==> src/hdl/mips_subset_instruction_core_assert.svh <==
// Assertion macros shared by the core's modules.
`ifndef MIPS_SUBSET_INSTRUCTION_CORE_ASSERT_SVH
`define MIPS_SUBSET_INSTRUCTION_CORE_ASSERT_SVH

// Same-cycle implication, disabled during reset.
`define MSIC_ASSERT_NOW(label, clk, rst, ante, cons) \
   label: assert property (@(posedge clk) disable iff (rst) (ante) |-> (cons)) \
      else $error("assertion failed");

// Next-cycle implication, disabled during reset.
`define MSIC_ASSERT_NEXT(label, clk, rst, ante, cons) \
   label: assert property (@(posedge clk) disable iff (rst) (ante) |=> (cons)) \
      else $error("assertion failed");

`endif

==> src/hdl/msic_pkg.sv <==
// Shared types, constants and helpers of the instruction core.
package msic_pkg;

   localparam int DATA_WORDS = 1024;
   localparam int DADDR_W    = $clog2(DATA_WORDS);
   localparam logic [31:0] DATA_BYTES = 32'(DATA_WORDS * 4);

   localparam logic [31:0] START_PC_RESET  = 32'h0040_0000;
   localparam logic [31:0] DATA_BASE_RESET = 32'h1000_0000;
   localparam logic [31:0] GP_RESET        = 32'h1000_8000;
   localparam logic [31:0] SP_BASE         = 32'h1000_0000;
   localparam logic [31:0] SP_RESET        = SP_BASE + DATA_BYTES;

   localparam logic [4:0] ZERO_REG_IDX = 5'd0;
   localparam logic [4:0] REG_GP       = 5'd28;
   localparam logic [4:0] REG_SP       = 5'd29;
   localparam logic [4:0] REG_RA       = 5'd31;

   // csr indexes
   localparam logic CSR_START_PC  = 1'b0;
   localparam logic CSR_DATA_BASE = 1'b1;

   // opcodes
   localparam logic [5:0] OP_SPECIAL = 6'h00;
   localparam logic [5:0] OP_J       = 6'h02;
   localparam logic [5:0] OP_JAL     = 6'h03;
   localparam logic [5:0] OP_BEQ     = 6'h04;
   localparam logic [5:0] OP_BNE     = 6'h05;
   localparam logic [5:0] OP_ADDIU   = 6'h09;
   localparam logic [5:0] OP_ANDI    = 6'h0c;
   localparam logic [5:0] OP_LUI     = 6'h0f;
   localparam logic [5:0] OP_TRAP    = 6'h1a;
   localparam logic [5:0] OP_LW      = 6'h23;
   localparam logic [5:0] OP_SW      = 6'h2b;

   // funct codes
   localparam logic [5:0] FN_SLL  = 6'h00;
   localparam logic [5:0] FN_SRA  = 6'h03;
   localparam logic [5:0] FN_JR   = 6'h08;
   localparam logic [5:0] FN_MFHI = 6'h10;
   localparam logic [5:0] FN_MFLO = 6'h12;
   localparam logic [5:0] FN_MULT = 6'h18;
   localparam logic [5:0] FN_DIV  = 6'h1a;
   localparam logic [5:0] FN_ADDU = 6'h21;
   localparam logic [5:0] FN_SUBU = 6'h23;
   localparam logic [5:0] FN_SLT  = 6'h2a;

   // trap selectors
   localparam logic [3:0] TRAP_NEWLINE = 4'h0;
   localparam logic [3:0] TRAP_PRINT   = 4'h1;
   localparam logic [3:0] TRAP_READ    = 4'h5;
   localparam logic [3:0] TRAP_HALT    = 4'ha;

   localparam logic [1:0] ERR_NONE  = 2'd0;
   localparam logic [1:0] ERR_INSN  = 2'd1;
   localparam logic [1:0] ERR_TRAP  = 2'd2;
   localparam logic [1:0] ERR_DADDR = 2'd3;

   localparam logic [1:0] PK_NONE    = 2'd0;
   localparam logic [1:0] PK_NEWLINE = 2'd1;
   localparam logic [1:0] PK_INT     = 2'd2;
   localparam logic [1:0] PK_PROMPT  = 2'd3;

   typedef struct packed {
      logic [31:0] instruction;
      logic [31:0] console_value;
   } req_type;

   typedef struct packed {
      logic [31:0]        next_pc;
      logic               reg_write;
      logic [4:0]         reg_index;
      logic [31:0]        reg_value;
      logic               halted;
      logic [1:0]         error_code;
      logic [1:0]         print_kind;
      logic signed [31:0] print_value;
   } rsp_type;

   typedef struct packed {
      logic latch;
      logic clear_step;
      logic exec;
      logic div_step;
      logic commit;
   } cmd_type;

   typedef struct packed {
      logic clear_last;
      logic div_go;
      logic div_last;
      logic out_free;
   } sts_type;

   function automatic logic [31:0] rf_reset_value(input logic [4:0] idx);
      logic [31:0] v;
      v = 32'd0;
      if (idx == REG_GP) v = GP_RESET;
      if (idx == REG_SP) v = SP_RESET;
      return v;
   endfunction

endpackage

==> src/hdl/msic_ctrl.sv <==
// Controller state machine of the instruction core.
`include "mips_subset_instruction_core_assert.svh"
module msic_ctrl (
   input  logic             clock,
   input  logic             reset,
   input  logic             req_valid,
   output logic             req_ready,
   input  msic_pkg::sts_type sts,
   output msic_pkg::cmd_type cmd
);
   import msic_pkg::*;

   localparam logic [2:0] ST_CLEAR  = 3'd0;
   localparam logic [2:0] ST_IDLE   = 3'd1;
   localparam logic [2:0] ST_EXEC   = 3'd2;
   localparam logic [2:0] ST_DIV    = 3'd3;
   localparam logic [2:0] ST_FINISH = 3'd4;

   logic [2:0] state_ff, state_in;

   always_comb begin
      state_in = state_ff;
      case (state_ff)
         ST_CLEAR:  if (sts.clear_last) state_in = ST_IDLE;
         ST_IDLE:   if (req_valid) state_in = ST_EXEC;
         ST_EXEC:   state_in = sts.div_go ? ST_DIV : ST_FINISH;
         ST_DIV:    if (sts.div_last) state_in = ST_FINISH;
         ST_FINISH: if (sts.out_free) state_in = ST_IDLE;
         default:   state_in = ST_IDLE;
      endcase
   end

   always_ff @(posedge clock) begin
      if (reset) state_ff <= ST_CLEAR;
      else state_ff <= state_in;
   end

   assign req_ready      = (state_ff == ST_IDLE);
   assign cmd.latch      = (state_ff == ST_IDLE) && req_valid;
   assign cmd.clear_step = (state_ff == ST_CLEAR);
   assign cmd.exec       = (state_ff == ST_EXEC);
   assign cmd.div_step   = (state_ff == ST_DIV);
   assign cmd.commit     = (state_ff == ST_FINISH) && sts.out_free;

   `MSIC_ASSERT_NOW(a_exec_after_accept, clock, reset,
      state_ff == ST_EXEC, $past(state_ff) == ST_IDLE)
   `MSIC_ASSERT_NEXT(a_div_ends, clock, reset,
      state_ff == ST_DIV && sts.div_last, state_ff == ST_FINISH)
endmodule

==> config.mk <==
export PLATFORM = sky130hd
export DESIGN_NAME = msic_ctrl
export DESIGN_NICKNAME = d
export VERILOG_FILES = /design/src/hdl/msic_pkg.sv /design/src/hdl/msic_ctrl.sv
export VERILOG_INCLUDE_DIRS = /design/src /design/src/hdl
export SDC_FILE = /design/constraint.sdc
export NUM_CORES = 1
export LEC_CHECK = 0
export BUFFER_PORTS_ARGS = -buffer_cell sky130_fd_sc_hd__buf_2
export CAP_MARGIN = 5
export CORE_AREA = 2 2 39 41
export DETAILED_ROUTE_END_ITERATION = 6
export DIE_AREA = 0 0 41 43
export PLACE_DENSITY = 0.47
export SYNTH_ARGS = -nofsm -noshare
export SYNTH_HDL_FRONTEND = slang
export SYNTH_SLANG_ARGS = --single-unit
==> constraint.sdc <==
create_clock -name clock -period 1.3 [get_ports clock]
set_input_delay 0.195 -clock clock [delete_from_list [all_inputs] [get_ports clock]]
set_output_delay 0.195 -clock clock [all_outputs]
set_load 0.02 [all_outputs]
==> metrics.md <==
| Metric | Value |
|---|---|
| Yosys cell types | `23` |
| Worst VDD drop | `0.000737 V` |
| Fin. max-slew vios | `0` |
| Via density | `4.70` |
| Die height | `43 µm` |
| Post-Syn Area per Cell | `8.01 µm²` |
| Min cycle time layout | `1430 ps` |
| Final hold violations | `0` |
| Via count | `334` |
| I/O Buffers | `12` |
| Initial Utilization | `17.4%` |
| Int Power | `0.653 mW` |
| Failing checks | `setup timing` |
| Post-DR wirelength/cell | `11.5 µm` |
| MaxCap Viol Count | `0` |
| Worst skew pair latency | `240 ps` |
| Ys flop type | `dfxtp_1` |
| Max reg flops | `3` |
| Tot GR Track Use | `9.02%` |
| Final wirelength | `816 µm` |
| Slew Limit Headroom | `72.8%` |
| CORE AREA | `1380 µm²` |
| CTS root buffer | `clkbuf_4` |
| Vias in the first global route | `270` |
| Post-DP Area | `372 µm²` |
| RSZ-0062 raised after global routing | `true` |
| PnR worst setup slack | `-131 ps` |
| Worst Tran Pin Value | `403 ps` |
| Number of synthesized flops with an enable pin | `0` |
| Final Instance Area | `528 µm²` |
| Final Total Pwr | `1.09 mW` |
| Critical path data required time | `1460 ps` |
| H-tree depth | `1` |
| Power density cells | `2060 nW/µm²` |
| First-pass GRT wire length | `1.04 mm` |
| CP Max Fanout | `4` |
| Min-delay worst type | `in2reg` |
| Warnings, synthesis | `0` |
| DP Worst Slack | `-40.7 ps` |
| Synth area leader | `dfxtp_1` |
| DP HPWL | `552 µm` |
| Largest net degree at the start of global routing | `7` |
| Starting DRC count in detailed routing | `5` |
| CP Launch Type | `flip-flop` |
| Status | `finished, violations left` |
| Sw frac | `39.8%` |
| Syn Inst Count | `30` |
| CTS hold repair buffers | `0` |
| Final setup violation count | `6` |
| Final nets | `63` |
| Clk pwr share | `15.8%` |
| Std cell rows | `14` |
| IO Count | `13` |
| Antenna violations before repair | `0` |
| CTS tree | `yes` |
| Top cell type's share of synthesized area | `25.0%` |
| GP Congestion | `0.831` |
| Clk sinks | `3` |
| Number of remaining DRC errors | `0` |
| Flops & latches, synth | `3` |
| Gr ovfl total | `0` |
| Hold path start | `reset` |
| Critical Path Start | `state_ff[0]$_SDFFE_PP0P_` |
| Seq pwr share | `14.5%` |
| Worst r2r src | `state_ff[0]$_SDFFE_PP0P_` |
| Largest Register | `state_ff` |
| Biggest regs | `state_ff (3)` |
| Combinational group share of total power | `69.7%` |
| DIE AREA | `1760 µm²` |
| Skew final | `9.70 ps` |
| Max frequency | `0.699 GHz` |
| WS Path Type | `reg2reg` |
| FFs w/ async S/R, synth | `0%` |
| Most common cell in the synthesized netlist | `dfxtp_1` |
| Crit end category | `flip-flop` |
| Layout overhead on the synthesized area | `120%` |
| Critical Path AT | `1590 ps` |
| Seq/Total Area, Yosys | `25.0%` |
| Cts bufs inserted | `3` |
| Ant. Diodes | `0` |
| Routed Antenna Nets | `0` |
| DR pass1 iterations | `2` |
| Post-Syn Area | `240 µm²` |
| Clock tree buffer depth | `2` |
| Leakage power | `0.231 nW` |
| Die W | `41 µm` |
| Tcrit/Tclk final | `110%` |
| Psw | `0.432 mW` |
| Net count of the mapped netlist | `37` |
| Synth top area cells | `dfxtp_1 (25%), o311ai_0 (7.3%), a21oi_1 (4.2%), nor3_1 (4.2%), nor3_2 (4.2%)` |
| Reg clk slew, reported paths | `40 ps` |
| Layout cell share with drive strength beyond 1 | `74.5%` |
[final timing paths]
kind                                                  to  slack, ps  depth (start not counted)
worst max-delay path            state_ff[1]$_SDFFE_PP0P_       -130                          6
worst min register to register  state_ff[1]$_SDFFE_PP0P_        490                          2
worst min-delay path            state_ff[1]$_SDFFE_PP0P_        130                          2
worst max register to register  state_ff[1]$_SDFFE_PP0P_       -130                          6
[cell families after synthesis]
group	Yosys count	synth area share, %
and+or+nand+nor	16	44.8
DFF	3	25.0
AOI/OAI and AO/OA	7	21.9
buffers and inverters	4	8.33
[power groups by stage]
stage | Sequential (mW) | Clock (mW) | Combinational (mW)
2_1_floorplan | 0.132 | 0 | 0.352
3_3_place_gp | 0.152 | 0 | 0.500
3_5_place_dp | 0.152 | 0 | 0.501
4_1_cts | 0.156 | 0.180 | 0.690
5_1_grt | 0.160 | 0.192 | 0.808
6_report | 0.157 | 0.171 | 0.756
[critical path: stages, from the launching register on]
cell	delay (ps)
dfxtp_2	330
buf_6	120
buf_4	130
and3b_1	190
a21oi_1	40
or4_1	400
a21oi_1	130
[cell type report]
| type | instances | area [µm²] |
|---|---|---|
| Clock buffer | 4 | 26.3 |
| Fill cell | 137 | 856 |
| Inverter | 2 | 7.51 |
| Multi-Input combinational cell | 23 | 228 |
| Sequential cell | 3 | 66.3 |
| Tap cell | 16 | 20.0 |
| Timing Repair Buffer | 23 | 180 |
[metrics by stage]
step,utilization (%),hold WS [ps],std cells,TNS (ps)
6_report,38.2,132,71,-524
5_1_grt,38.2,124,71,-877
4_1_cts,34.5,127,70,-668
3_5_place_dp,26.9,380,62,-52.5
3_3_place_gp,26.9,377,62,-38.3
2_1_floorplan,-,264,30,-81.6
[cells in the final DEF (no fill, tap or decap), types with 2 or more instances in the layout]
cell,synthesis,routed
buf_2,1,6
clkbuf_4,0,3
a21oi_1,2,2
inv_1,2,2
buf_6,0,6
dfxtp_2,0,2
buf_4,1,11
nor3_2,1,3
[routing by layer]
layer | track usage, % | vias to the layer above | wire length, µm | share of wire [%]
met2 | 13.8 | 9 | 468 | 57
met3 | 4.71 | 0 | 37 | 4.5
met5 | 0 | - | 0 | 0
met1 | 9.27 | 160 | 310 | 38
met4 | 5.33 | 0 | 0 | 0
li1 | - | 165 | - | -
[repair_timing]
item | in CTS | in global routing
setup endpoints to repair | 9 | 9
pin swaps | 8 | 3
cloned | 0 | 0
gates resized for setup | 16 | 9
setup buffers | 4 | 1
(Power assumes the default switching activity.)
